<file path="src/sv/bounded_queue_with_keyed_removal_macros.svh">
// Assertion macros for the keyed-removal queue. They use the clock i_clk
// and the active-low reset i_rst_n of the module that includes them.
`ifndef BOUNDED_QUEUE_WITH_KEYED_REMOVAL_MACROS_SVH
`define BOUNDED_QUEUE_WITH_KEYED_REMOVAL_MACROS_SVH

// The consequent must hold in the same cycle as the antecedent.
`define BQKR_ASSERT_NOW(name, ante, cons, msg) \
    name: assert property (@(posedge i_clk) disable iff (!i_rst_n) \
        (ante) |-> (cons)) else $error(msg);

// The consequent must hold in the cycle after the antecedent.
`define BQKR_ASSERT_NEXT(name, ante, cons, msg) \
    name: assert property (@(posedge i_clk) disable iff (!i_rst_n) \
        (ante) |=> (cons)) else $error(msg);

`endif

</file>
<file path="src/sv/bqkr_pkg.sv">
package bqkr_pkg;

    // Fixed widths of the request and result fields.
    localparam int KEY_IN_W = 64;
    localparam int IDENT_W  = 40;
    localparam int CMD_W    = 2;
    localparam int IDX_W    = 3;
    localparam int STAT_W   = 2;
    localparam int OCC_W    = 4;
    localparam int CAP_W    = 4;

    // Defaults for the top-level parameters and the capacity register.
    localparam int DEPTH_DEF    = 8;
    localparam int KEY_BITS_DEF = 64;
    localparam logic [CAP_W-1:0] CAP_RESET = 4'd5;

    typedef logic [CMD_W-1:0]  t_cmd;
    typedef logic [STAT_W-1:0] t_status;

    localparam t_cmd CMD_APPEND = 2'd0;
    localparam t_cmd CMD_REMOVE = 2'd1;
    localparam t_cmd CMD_CLEAR  = 2'd2;
    localparam t_cmd CMD_READ   = 2'd3;

    localparam t_status STAT_OK        = 2'd0;
    localparam t_status STAT_FULL      = 2'd1;
    localparam t_status STAT_EMPTY     = 2'd2;
    localparam t_status STAT_NOT_FOUND = 2'd3;

endpackage

</file>
<file path="src/sv/bqkr_store.sv">
module bqkr_store #(
    parameter int DEPTH = 8,
    parameter int WIDTH = 104,
    parameter int AW    = 3
) (
    input  logic             i_clk,
    input  logic             i_we,
    input  logic [AW-1:0]    i_waddr,
    input  logic [WIDTH-1:0] i_wdata,
    input  logic             i_re,
    input  logic [AW-1:0]    i_raddr,
    output logic [WIDTH-1:0] o_rdata
);

    // Entry memory: one write and one registered read per cycle.
    logic [WIDTH-1:0] r_mem [DEPTH];
    logic [WIDTH-1:0] r_rdata;

    always_ff @(posedge i_clk) begin
        if (i_we) begin
            r_mem[i_waddr] <= i_wdata;
        end
    end

    always_ff @(posedge i_clk) begin
        if (i_re) begin
            r_rdata <= r_mem[i_raddr];
        end
    end

    assign o_rdata = r_rdata;

endmodule

</file>
<file path="src/sv/bounded_queue_with_keyed_removal.sv">
// Ordered queue of up to min(capacity, DEPTH) entries, each a KEY_BITS-wide
// key with a 40-bit id, kept in one entry memory with a registered read.
// Every request gives exactly one result carrying the status and the
// occupancy after the request. Append and clear pass from accept through
// the finish state to a loaded result, and read also passes through the read
// state. Remove walks the memory from the head one entry per cycle to find
// the first matching key, then moves each later entry up one place, again one
// entry per cycle; the single read port of the entry memory sets that pace.
// A new request is accepted once the previous one has handed its result to
// the output register, even if that result has not been taken yet.
// The capacity register may be written only while the block is idle.
`include "bounded_queue_with_keyed_removal_macros.svh"

module bounded_queue_with_keyed_removal #(
    parameter int DEPTH    = bqkr_pkg::DEPTH_DEF,
    parameter int KEY_BITS = bqkr_pkg::KEY_BITS_DEF
) (
    input  logic                           i_clk,
    input  logic                           i_rst_n,
    input  logic                           i_cfg_we,
    input  logic [bqkr_pkg::CAP_W-1:0]     i_cfg_wdata,
    input  logic                           i_in_valid,
    output logic                           o_in_ready,
    input  logic [bqkr_pkg::CMD_W-1:0]     i_command,
    input  logic [bqkr_pkg::KEY_IN_W-1:0]  i_key,
    input  logic [bqkr_pkg::IDENT_W-1:0]   i_ident,
    input  logic [bqkr_pkg::IDX_W-1:0]     i_index,
    output logic                           o_out_valid,
    input  logic                           i_out_ready,
    output logic [bqkr_pkg::STAT_W-1:0]    o_status,
    output logic [bqkr_pkg::OCC_W-1:0]     o_occupancy,
    output logic                           o_read_valid,
    output logic [bqkr_pkg::KEY_IN_W-1:0]  o_read_key,
    output logic [bqkr_pkg::IDENT_W-1:0]   o_read_ident
);
    import bqkr_pkg::*;

    // Count width holds DEPTH itself; the address width only indexes entries.
    localparam int CW = $clog2(DEPTH + 1);
    localparam int AW = (DEPTH > 1) ? $clog2(DEPTH) : 1;
    localparam int EW = KEY_BITS + IDENT_W;
    localparam int LW = CW + CAP_W;

    // Sequencer states.
    localparam logic [2:0] S_IDLE   = 3'd0;
    localparam logic [2:0] S_READ   = 3'd1;
    localparam logic [2:0] S_SEARCH = 3'd2;
    localparam logic [2:0] S_SHIFT  = 3'd3;
    localparam logic [2:0] S_FIN    = 3'd4;

    logic [2:0]          r_state, n_state;
    logic [CW-1:0]       r_count, n_count;
    logic [CW-1:0]       r_cur, n_cur;
    logic [KEY_BITS-1:0] r_key, n_key;
    logic [CAP_W-1:0]    r_cap;

    // Result staged until the output register is free.
    t_status             r_status, n_status;
    logic                r_rvalid, n_rvalid;
    logic [KEY_BITS-1:0] r_rkey, n_rkey;
    logic [IDENT_W-1:0]  r_rident, n_rident;

    // Output register.
    logic                r_out_valid;
    t_status             r_out_status;
    logic [CW-1:0]       r_out_count;
    logic                r_out_rvalid;
    logic [KEY_BITS-1:0] r_out_rkey;
    logic [IDENT_W-1:0]  r_out_rident;

    // Entry memory port.
    logic          w_we, w_re;
    logic [AW-1:0] w_waddr, w_raddr;
    logic [EW-1:0] w_wdata, w_rdata;

    logic                w_in_acc;
    logic                w_out_free;
    logic [LW-1:0]       w_limit;
    logic                w_full;
    logic                w_idx_ok;
    logic [CW-1:0]       w_cur1;
    logic [CW:0]         w_cur2;
    logic [KEY_BITS-1:0] w_rd_key;
    logic [IDENT_W-1:0]  w_rd_ident;

    bqkr_store #(
        .DEPTH (DEPTH),
        .WIDTH (EW),
        .AW    (AW)
    ) u_store (
        .i_clk   (i_clk),
        .i_we    (w_we),
        .i_waddr (w_waddr),
        .i_wdata (w_wdata),
        .i_re    (w_re),
        .i_raddr (w_raddr),
        .o_rdata (w_rdata)
    );

    assign o_in_ready = (r_state == S_IDLE);
    assign w_in_acc   = i_in_valid && o_in_ready;
    assign w_out_free = !r_out_valid || i_out_ready;

    // The usable limit saturates at the memory depth.
    assign w_limit  = (LW'(r_cap) > LW'(DEPTH)) ? LW'(DEPTH) : LW'(r_cap);
    assign w_full   = (LW'(r_count) >= w_limit);
    assign w_idx_ok = ((CW + IDX_W)'(i_index) < (CW + IDX_W)'(r_count));

    // r_cur is always below the count while it is in use, so w_cur1 fits.
    assign w_cur1 = r_cur + CW'(1);
    assign w_cur2 = (CW + 1)'(r_cur) + (CW + 1)'(2);

    assign w_rd_key   = w_rdata[EW-1:IDENT_W];
    assign w_rd_ident = w_rdata[IDENT_W-1:0];

    always_comb begin
        n_state  = r_state;
        n_count  = r_count;
        n_cur    = r_cur;
        n_key    = r_key;
        n_status = r_status;
        n_rvalid = r_rvalid;
        n_rkey   = r_rkey;
        n_rident = r_rident;
        w_we     = 1'b0;
        w_waddr  = '0;
        w_wdata  = w_rdata;
        w_re     = 1'b0;
        w_raddr  = '0;

        unique case (r_state)
            S_IDLE: begin
                if (w_in_acc) begin
                    n_key    = i_key[KEY_BITS-1:0];
                    n_status = STAT_OK;
                    n_rvalid = 1'b0;
                    n_rkey   = '0;
                    n_rident = '0;
                    n_cur    = '0;
                    n_state  = S_FIN;
                    unique case (i_command)
                        CMD_APPEND: begin
                            if (w_full) begin
                                n_status = STAT_FULL;
                            end else begin
                                w_we    = 1'b1;
                                w_waddr = r_count[AW-1:0];
                                w_wdata = {i_key[KEY_BITS-1:0], i_ident};
                                n_count = r_count + CW'(1);
                            end
                        end
                        CMD_REMOVE: begin
                            if (r_count == '0) begin
                                n_status = STAT_EMPTY;
                            end else begin
                                // Fetch the head; the search compares it next cycle.
                                w_re    = 1'b1;
                                n_state = S_SEARCH;
                            end
                        end
                        CMD_CLEAR: begin
                            n_count = '0;
                        end
                        CMD_READ: begin
                            if (w_idx_ok) begin
                                w_re     = 1'b1;
                                w_raddr  = AW'(i_index);
                                n_rvalid = 1'b1;
                                n_state  = S_READ;
                            end
                        end
                        default: begin
                            n_state = S_FIN;
                        end
                    endcase
                end
            end
            S_READ: begin
                n_rkey   = w_rd_key;
                n_rident = w_rd_ident;
                n_state  = S_FIN;
            end
            S_SEARCH: begin
                // Entry r_cur is in the read register; fetch the next one.
                w_re    = (w_cur1 < r_count);
                w_raddr = w_cur1[AW-1:0];
                if (w_rd_key == r_key) begin
                    if (w_cur1 == r_count) begin
                        n_count = r_count - CW'(1);
                        n_state = S_FIN;
                    end else begin
                        n_state = S_SHIFT;
                    end
                end else if (w_cur1 == r_count) begin
                    n_status = STAT_NOT_FOUND;
                    n_state  = S_FIN;
                end else begin
                    n_cur = w_cur1;
                end
            end
            S_SHIFT: begin
                // Entry r_cur + 1 is in the read register; move it up one place.
                w_we    = 1'b1;
                w_waddr = r_cur[AW-1:0];
                w_wdata = w_rdata;
                w_re    = (w_cur2 < (CW + 1)'(r_count));
                w_raddr = w_cur2[AW-1:0];
                if (w_cur2 == (CW + 1)'(r_count)) begin
                    n_count = r_count - CW'(1);
                    n_state = S_FIN;
                end else begin
                    n_cur = w_cur1;
                end
            end
            S_FIN: begin
                if (w_out_free) begin
                    n_state = S_IDLE;
                end
            end
            default: begin
                n_state = S_IDLE;
            end
        endcase
    end

    always_ff @(posedge i_clk) begin
        if (!i_rst_n) begin
            r_state <= S_IDLE;
            r_count <= '0;
            r_cap   <= CAP_RESET;
        end else begin
            r_state <= n_state;
            r_count <= n_count;
            if (i_cfg_we) begin
                r_cap <= i_cfg_wdata;
            end
        end
    end

    always_ff @(posedge i_clk) begin
        r_cur    <= n_cur;
        r_key    <= n_key;
        r_status <= n_status;
        r_rvalid <= n_rvalid;
        r_rkey   <= n_rkey;
        r_rident <= n_rident;
    end

    // The output register takes the staged result, freeing the sequencer, once it is empty or being read.
    always_ff @(posedge i_clk) begin
        if (!i_rst_n) begin
            r_out_valid <= 1'b0;
        end else if (r_state == S_FIN && w_out_free) begin
            r_out_valid <= 1'b1;
        end else if (i_out_ready) begin
            r_out_valid <= 1'b0;
        end
    end

    always_ff @(posedge i_clk) begin
        if (r_state == S_FIN && w_out_free) begin
            r_out_status <= r_status;
            r_out_count  <= r_count;
            r_out_rvalid <= r_rvalid;
            r_out_rkey   <= r_rkey;
            r_out_rident <= r_rident;
        end
    end

    assign o_out_valid  = r_out_valid;
    assign o_status     = r_out_status;
    assign o_occupancy  = OCC_W'(r_out_count);
    assign o_read_valid = r_out_rvalid;
    assign o_read_key   = KEY_IN_W'(r_out_rkey);
    assign o_read_ident = r_out_rident;

    `BQKR_ASSERT_NOW(a_count_bound, 1'b1, r_count <= CW'(DEPTH), "occupancy above depth")
    `BQKR_ASSERT_NOW(a_shift_range, r_state == S_SHIFT, w_cur1 < r_count, "shift past the tail")
    `BQKR_ASSERT_NEXT(a_clear_empties, w_in_acc && i_command == CMD_CLEAR, r_count == '0, "clear left entries")
    `BQKR_ASSERT_NEXT(a_full_keeps, w_in_acc && i_command == CMD_APPEND && w_full, $stable(r_count) && r_status == STAT_FULL, "full append changed state")

endmodule
</file>
<file path="config.mk">
export PLATFORM = sky130hd
export DESIGN_NAME = bounded_queue_with_keyed_removal
export DESIGN_NICKNAME = d
export VERILOG_FILES = /design/src/sv/bqkr_pkg.sv /design/src/sv/bqkr_store.sv /design/src/sv/bounded_queue_with_keyed_removal.sv
export VERILOG_INCLUDE_DIRS = /design/src /design/src/sv
export SDC_FILE = /design/constraint.sdc
export NUM_CORES = 1
export LEC_CHECK = 0
export BUFFER_PORTS_ARGS = -buffer_cell sky130_fd_sc_hd__buf_4
export CORE_MARGIN = 5
export CORE_UTILIZATION = 30
export CTS_CLUSTER_DIAMETER = 200
export DETAILED_ROUTE_END_ITERATION = 8
export HOLD_SLACK_MARGIN = 0.05
export PLACE_DENSITY = 0.46
export SYNTH_ARGS = -nofsm -noshare
export SYNTH_HDL_FRONTEND = slang
export SYNTH_SLANG_ARGS = --single-unit
</file>
<file path="constraint.sdc">
create_clock -name i_clk -period 9.1 [get_ports i_clk]
set_clock_uncertainty 0.1 [all_clocks]
set_input_delay 0 -clock i_clk [delete_from_list [all_inputs] [get_ports i_clk]]
set_output_delay 0 -clock i_clk [all_outputs]
set_load 0.1 [all_outputs]
</file>
; ---- Word-level counts from Yosys, hierarchy flattened
; Memories as Yosys holds them, arrays and structs flattened. A register that Yosys moved wholly into a read port is not among the register bits.
; Index checks and enable logic that the tools add are counted.
[word_totals]
regBits = 298
ramBits = 832
out_inout_bits = 113
word_cells = 122
mem_count = 1
[classes]
add_sub_neg = 4
n_lt_le_gt_ge = 5
eq_ne = 21
n_mux = 59
n_reduce_logical = 17
[mem_list]
columns = memory, words, width, rd, rd_clocked_by_memory_dff, wr, line_no
row1 = u_store.r_mem, 8, 104, 1, 1, 1, bqkr_store.sv:16  ; logic [WIDTH-1:0] r_mem [DEPTH];
[ops]
columns = cell, n
row1 = 2-to-1 mux 104 bit, 4
row2 = one-hot mux 64 bit (2 select lines), 1
row3 = one-hot mux 40 bit (2 select lines), 1
row4 = == test 64 bit, 1
row5 = 2-to-1 mux 64 bit, 1
row6 = 2-to-1 mux 3 bit, 14
row7 = 2-to-1 mux 4 bit, 10
row8 = 2-to-1 mux 40 bit, 1
row9 = one-hot mux 4 bit (3 select lines), 2
row10 = one-hot mux 3 bit (5 select lines), 1
row11 = != test 2 bit (second input constant), 7
row12 = one-hot mux 3 bit (2 select lines), 2
row13 = 2-to-1 mux 1 bit, 11
row14 = one-hot mux 3 bit (3 select lines), 1
row15 = adder 4 x 1 -> 4 bit (second input constant), 2
row16 = 2-to-1 mux 2 bit, 4
row17 = one-hot mux 2 bit (2 select lines), 2
row18 = one-hot mux 4 bit (2 select lines), 1
row19 = AND reduction 4 bit, 2
row20 = AND reduction 7 bit, 1
row21 = == test 3 x 2 -> 1 bit (second input constant), 2
row22 = != test 3 bit (second input constant), 2
row23 = nonzero test 2 bit, 3
row24 = adder 4 x 2 -> 5 bit (second input constant), 1
row25 = other kinds (25), 29

; ---- Logic depth before layout (Yosys ltp)
; Gate-level depths: netlist of run 1.
[depth]
word_depth = 9
ltp_mapped = 13
depth_no_buf = 11

; ---- By module
; A second synthesis of run 1 with hierarchy kept.
[hier_totals]
cells_unflattened = 2105
area_unflattened_um2 = 47479.3
[by_module_without_submodules]
columns = mod, instances, cells_per_inst, area_each_um2, seq_area_each_um2
row1 = bqkr_store, 1, 1319, 34800.9, 28107.0
row2 = bounded_queue_with_keyed_removal, 1, 786, 12678.4, 8828.5

; ---- Worst setup path before layout of run 1
; No wires, ideal clock.
[synth_path]
path_type = reg2reg
startpoint = reg r_state[0]
endpoint = reg u_store.r_rdata[0], in the netlist u_store.o_rdata[0], read port of u_store.r_mem (enable)
t_arrival_ps = 9344
slack_ps = -1054
stages_incl_launch_ff = 5
n_path_buf = 1
cell_sequence = dfxtp_1 -> buf_2 -> nor3_2 -> nand2_1 -> o21ai_0
[synth_between]
elab_chain_len = 4
[synth_lines]
columns = element, line_no
row1 = start: declaration, bounded_queue_with_keyed_removal.sv:51  ; logic [2:0] r_state, n_state;
row2 = start signal: assignment, bounded_queue_with_keyed_removal.sv:232  ; r_state <= n_state;
row3 = logical NOT 3 bit (*), bounded_queue_with_keyed_removal.sv:100  ; assign o_in_ready = (r_state == S_IDLE);
row4 = via o_in_ready, bounded_queue_with_keyed_removal.sv:23  ; output logic o_in_ready,
row5 = logical AND 1 bit, bounded_queue_with_keyed_removal.sv:101  ; assign w_in_acc = i_in_valid && o_in_ready;
row6 = 2-to-1 mux 1 bit, bounded_queue_with_keyed_removal.sv:133  ; if (w_in_acc) begin
row7 = one-hot mux 1 bit (3 select lines) (*), bounded_queue_with_keyed_removal.sv:131  ; unique case (r_state)
row8 = via u_store.i_re, bqkr_store.sv:10  ; input logic i_re,
row9 = end: declaration, bqkr_store.sv:17  ; logic [WIDTH-1:0] r_rdata;
; The timed path passes the listed nets; every way through them passes the cells marked *.
; A chain may end at the register's enable or synchronous reset.

; ---- Worst setup path after layout of run 1
[layout_path]
startpoint = reg r_count[0]
endpoint = mem u_store.r_mem[5][56] (enable)
[layout_between]
elab_chain_len = 7
[layout_lines]
columns = element, line_no
row1 = start: declaration, bounded_queue_with_keyed_removal.sv:52  ; logic [CW-1:0] r_count, n_count;
row2 = start signal: assignment, bounded_queue_with_keyed_removal.sv:233  ; r_count <= n_count;
row3 = >= comparator 4 bit, bounded_queue_with_keyed_removal.sv:106  ; assign w_full = (LW'(r_count) >= w_limit);
row4 = 2-to-1 mux 1 bit, bounded_queue_with_keyed_removal.sv:143  ; if (w_full) begin
row5 = 2-to-1 mux 1 bit, bounded_queue_with_keyed_removal.sv:141  ; unique case (i_command)
row6 = 2-to-1 mux 1 bit, bounded_queue_with_keyed_removal.sv:133
row7 = one-hot mux 1 bit (2 select lines), bounded_queue_with_keyed_removal.sv:131
row8 = 2-to-1 mux 1 bit, bqkr_store.sv:20  ; if (i_we) begin
row9 = 2-to-1 mux 1 bit (not written as such), bqkr_store.sv:21  ; r_mem[i_waddr] <= i_wdata;
row10 = end: declaration, bqkr_store.sv:16
; Parallel ways exist; a longest one is shown, timed or not.

==> impl_metrics.ini, run 1 <==
[logic_synthesis]
synthAdderAreaFrac_pct = 0.4624
synth_top_area_share_pct = 75.34
syn_area_um2 = 48710
synth-simple-area-share_pct = 2.379
synth_cell_types = 50
synth_compound_area_share_pct = 0.7681
synthFlopType = edfxtp_1
seq_area_frac_synth_pct = 75.83
avgSynthCellArea_um2 = 19.10
syn_nets = 2686
synth_warnings = 0
synth_top_family_by_area = multiplexers
yosys.area.top_type = edfxtp_1
synth_edf_count = 1222
synthTopCellsByArea = edfxtp_1 (75%), mux2i_1 (13%), mux2_2 (4.8%)
syn_inst = 2550
async_reset_ff_share_pct = 0
ys_ff_latch = 1234
muxShareOfSynthArea_pct = 17.82
synthXorXnorAreaFrac_pct = 1.223

[global_route]
gr-total-overflow = 0
antenna_found_initial = 13
grt_pass1_wl_um = 180100
grt_pass1_vias = 25537
grt_usage_pct = 14.59
grt_max_degree = 133

[sta]
tightestPinTransition_ps = 1369
finalCriticalPeriod_ps = 5683
fin_tns_setup_ps = 0
min_period_over_period_pct = 62.45
rsz0062_at_grt = false
drv_slew = 0
slew_headroom_pct = 8.760
setup_violations = 0
fmax_mhz = 176.0
final_hold_viol_count = 0

[clocking]
postCtsSetupBuffers = 0
clk_pin_slew_worst_paths_ps = 60
clock_latency_ps = 770
clock_sinks = 1234
numCtsBuffers = 139
cts_buffer_depth = 3
tritoncts = built
clockRootBuffer = clkbuf_16
htreeDepth = 4

[pwr]
p_per_area_nw_per_um2 = 217.3
irDropWorstVdd_mv = 0.1996
p_leak_nw = 23.66

[worst_setup_path]
crit_required_ps = 9370
cp_slowest_cell = buf_4
cpMostUsedCell = buf_4
endpoint_kind = register
startpoint_type = register
slowest_delay_ps = 840
path_class = reg -> reg
critPathMaxFanout = 55
cp_top_family = buffers and inverters
r2r_slack_ps = 3420
path_cells = inv_1, ha_1, nand2b_1, a21o_1, a21o_1, a211oi_4, buf_4, nand2_1, o22a_1, nor2_4, buf_4, buf_4
cp.arrival_ps = 5950
path_buf_inv = 4

[die]
die_h_um = 412.9
row_count = 147
io_pins = 231
core_um2 = 160900
start_util_pct = 30.27
die_x_um = 412.9
die_area_um2 = 170500

[finish]
layout_commonest_cell = edfxtp_1
syn2layout_area_growth_pct = 21.89
drive_gt1_share_pct = 21.96
nets = 3181
final_cell_mix = edfxtp_1 (1,222), mux2i_1 (633), buf_4 (264)
fin_util_pct = 36.89

[routing]
drc = 0
ant_nets = 0
drt_iter0_markers = 1545
routedWlPerCell_um = 23.75
via_per_inst = 4.536
vias = 24151
drt-total-wl_um = 126400
first_pass_iters = 5

[worst_hold_path]
hp-class = in -> reg

[status]
status = completed

[run]
drv_cap = 0

[place]
io_buffer_count = 230
post-dp-hpwl_um = 68600
place.gp.congestion = 0.7333
==> logic make-up after synthesis <==
group | Yosys count
fa+ha+maj | 18
xor+xnor | 68
simple gates | 204
mux | 841
compound gates | 57
buf+inv | 128
flops | 1234
==> registers in the layout (all words and copies together), names as in the netlist <==
register and flops:
o_out_valid 1, o_read_key 64, r_rvalid 1, o_status 2
o_read_ident 40, u_store.o_rdata 104, o_occupancy 4, r_cap 4
r_rkey 64, u_store.r_mem 832, r_status 2, o_read_valid 1
r_state 3, r_key 64, r_cur 4, r_rident 40
r_count 4
==> cells in the mapped netlist (4+ instances only) <==
| cell | instances |
|---|---|
| o21ai_0 | 11 |
| a31oi_1 | 4 |
| nor2_1 | 21 |
| nand4_1 | 18 |
| clkbuf_1 | 30 |
| a21oi_1 | 14 |
| nor2b_1 | 6 |
| mux2i_1 | 633 |
| inv_1 | 16 |
| xnor2_1 | 67 |
| buf_1 | 9 |
| mux2_2 | 208 |
| nor4_1 | 4 |
| o22ai_1 | 4 |
| nand3_1 | 5 |
| buf_6 | 27 |
| and2_1 | 109 |
| nand2_1 | 25 |
| edfxtp_1 | 1222 |
| dfxtp_1 | 12 |
| buf_2 | 46 |
| nand2b_1 | 5 |
| ha_1 | 18 |
==> timing repair <==
item	CTS	global route
hold buffers	199	0
gates resized for setup	0	0
endpoints found under the hold margin	970	0
==> worst register-to-register path, delay by kind of cell, from the launching register on <==
kind                     cells  cell delay (ps)
AO/OA/AOI/OAI                4             1020
flip-flops                   1              520
buffers and inverters        4             2690
adder cells (fa/ha/maj)      1              330
AND/OR/NAND/NOR              3              480
==> through the flow <==
step           std cells  hold slack (ps)  power [W]  worst slack [ps]  area [um^2]
3_5_place_dp        4865            92.86   0.007459              3283        52890
5_1_grt             5322            87.59    0.01338              3123        59370
2_1_floorplan       2550           -1.131   0.007154             965.4        48710
3_3_place_gp        4865            92.43   0.007444              3260        52890
6_report            5324            117.6    0.01290              3417        59370
4_1_cts             5320            50.50    0.01310              3250        59360
==> area by class of cell <==
cell class / instances / area [um^2]
diodes: 4 / 10.01
clock buffers: 172 / 3666
multi-input cells: 1188 / 11140
well taps: 2160 / 2703
repair buffers: 466 / 4034
fillers: 14828 / 101600
clock inverters: 84 / 818.3
flip-flops and latches: 1234 / 36940
inverters: 16 / 62.56
==> metal layers <==
layer	vias up	wire length, um	track usage (%)
met3	145	6685	3.298
met2	527	60030	24.09
met5	-	13	0
met1	12502	57530	19.70
li1	10975	-	-
met4	2	2188	3.288
==> path summary, 6_finish.rpt <==
check | from | endpoint | cells after the start
setup / recovery | r_count[0] | u_store.r_mem[5][56] | 12
hold / removal | i_command[0] | r_status[0] | 3
setup reg to reg | r_count[0] | u_store.r_mem[5][56] | 12
hold reg to reg | r_rkey[8] | o_read_key[8] | 0
==> power breakdown <==
group	internal (W)	leakage (nW)	total, W	switching [W]
combinational	0.000292	10.2	0.000913	0.000621
clock	0.00322	2.19	0.00550	0.00228
sequential	0.00643	11.3	0.00649	0.0000601
Power figures use the tool's default switching activity.
==> inputs of run 2 (changes only) <==
Settings changed: PLACE_DENSITY 0.46 to 0.45.
Clock period 9.1 ns to 5.4 ns, I/O delays scaled along.
==> impl_metrics.ini, run 2 (synthesized netlist as in run 1, its figures left out) <==
[global_route]
busiest_layer = met2
grt_usage_pct = 14.21
use_met2_pct = 23.20
gr-usage-met3_pct = 2.579
grt_max_degree = 144
met1_usage_pct = 19.76
grt_pass1_wl_um = 177400
gr-total-overflow = 0
antenna_found_initial = 10
grt_pass1_vias = 25717

[worst_hold_path]
hp-class = in -> reg

[pwr]
finalPower_w = 0.02146
p_leak_nw = 23.74
irDropWorstVdd_mv = 0.2938
p_per_area_nw_per_um2 = 359.6

[finish]
final_cell_mix = edfxtp_1 (1,222), mux2i_1 (633), buf_4 (250)
nets = 3198
drive_gt1_share_pct = 22.04
top_register = u_store.r_mem
largest_register_ffs = 832
syn2layout_area_growth_pct = 22.50
fin_area_um2 = 59670
nFillCells = 14852
layout_commonest_cell = edfxtp_1

[status]
status = completed

[worst_setup_path]
path_cells = inv_1, ha_1, nand2b_1, a21o_1, a21o_1, a211oi_4, buf_12, nand2_1, o22a_1, nor2_4, buf_12
path_buf_inv = 3
endpoint_kind = register
cp_top_family = buffers and inverters
crit_required_ps = 5730
cp_slowest_cell = nor2_4
slowest_delay_ps = 640
cp.arrival_ps = 4850
startpoint_type = register
critPathMaxFanout = 91
path_class = reg -> reg

[sta]
drv_slew = 0
setup_violations = 0
slew_headroom_pct = 21.05
finalCriticalPeriod_ps = 4517
tightestPinTransition_ps = 1184
fmax_mhz = 221.4
fin_tns_setup_ps = 0
final_hold_viol_count = 0
min_period_over_period_pct = 83.66
rsz0062_at_grt = false
fin_ws_ps = 882.5
whs_ps = 88.63

[clocking]
tritoncts = built
cts_buffer_depth = 3
clk_pin_slew_worst_paths_ps = 60
htreeDepth = 4
numCtsBuffers = 141
clock_latency_ps = 760
clockRootBuffer = clkbuf_16
postCtsSetupBuffers = 0
clock_sinks = 1234
post_cts_resized = 0

[die]
start_util_pct = 30.27
core_um2 = 160900
io_pins = 231
die_h_um = 412.9
die_x_um = 412.9
die_area_um2 = 170500
row_count = 147

[place]
preCtsSetupSlack_ps = 780.5
place.gp.congestion = 0.7532
placed_cell_area_um2 = 53300
post-dp-hpwl_um = 67300
io_buffer_count = 230

[routing]
ant_nets = 0
first_pass_iters = 7
vias = 24097
drc = 0
via_per_inst = 4.526
drt_iter0_markers = 1417
routedWlPerCell_um = 23.05
drt-total-wl_um = 122700

[run]
drv_cap = 0
run 2: metrics by stage:
stage,instances,util (%)
global route,5322,37.07
finish,5324,37.08
CTS,5322,37.07
detailed placement,4877,33.12
global placement,4877,33.12
floorplan,2550,-
run 2: final timing paths:
path                                   from                   end  slack [ps]  cells past startpoint
worst max-delay path             r_count[0]  u_store.r_mem[4][87]         880                     11
worst min-delay path              i_key[29]             r_key[29]          90                      2
worst max register to register   r_count[0]  u_store.r_mem[4][87]         880                     11
worst min register to register  r_rident[2]       o_read_ident[2]         310                      0
run 2: worst reg2reg max path, cell delays in order (launching register included):
cell and delay [ps]:
dfxtp_1 550, inv_1 240, ha_1 340, nand2b_1 140, a21o_1 170, a21o_1 230, a211oi_4 410, buf_12 610
nand2_1 190, o22a_1 300, nor2_4 640, buf_12 290
run 2: routing by layer:
| layer | part of all wire (%) | wire [um] |
|---|---|---|
| met1 | 47 | 57840 |
| met2 | 47 | 57990 |
| met4 | 1.7 | 2113 |
| met3 | 3.9 | 4759 |
| met5 | 0 | 0 |
run 2: what timing repair did:
action | CTS | global route
setup endpoints to repair | 0 | 0
endpoints found under the hold margin | 954 | 0
hold buffers | 202 | 0
run 2: report_power, final:
group,switching [W],internal (W)
sequential,0.0000945,0.0108
combinational,0.00104,0.000499
clock,0.00377,0.00522
run 2: final cells by class:
| type | instances | area [um^2] | area share [%] |
|---|---|---|---|
| Antenna cell | 2 | 5.005 | 0.008388 |
| Clock buffer | 177 | 3759 | 6.299 |
| Clock inverter | 66 | 581.8 | 0.9751 |
| Inverter | 16 | 62.56 | 0.1048 |
| Multi-Input combinational cell | 1188 | 11140 | 18.68 |
| Sequential cell | 1234 | 36940 | 61.90 |
| Tap cell | 2160 | 2703 | 4.529 |
| Timing Repair Buffer | 481 | 4479 | 7.507 |
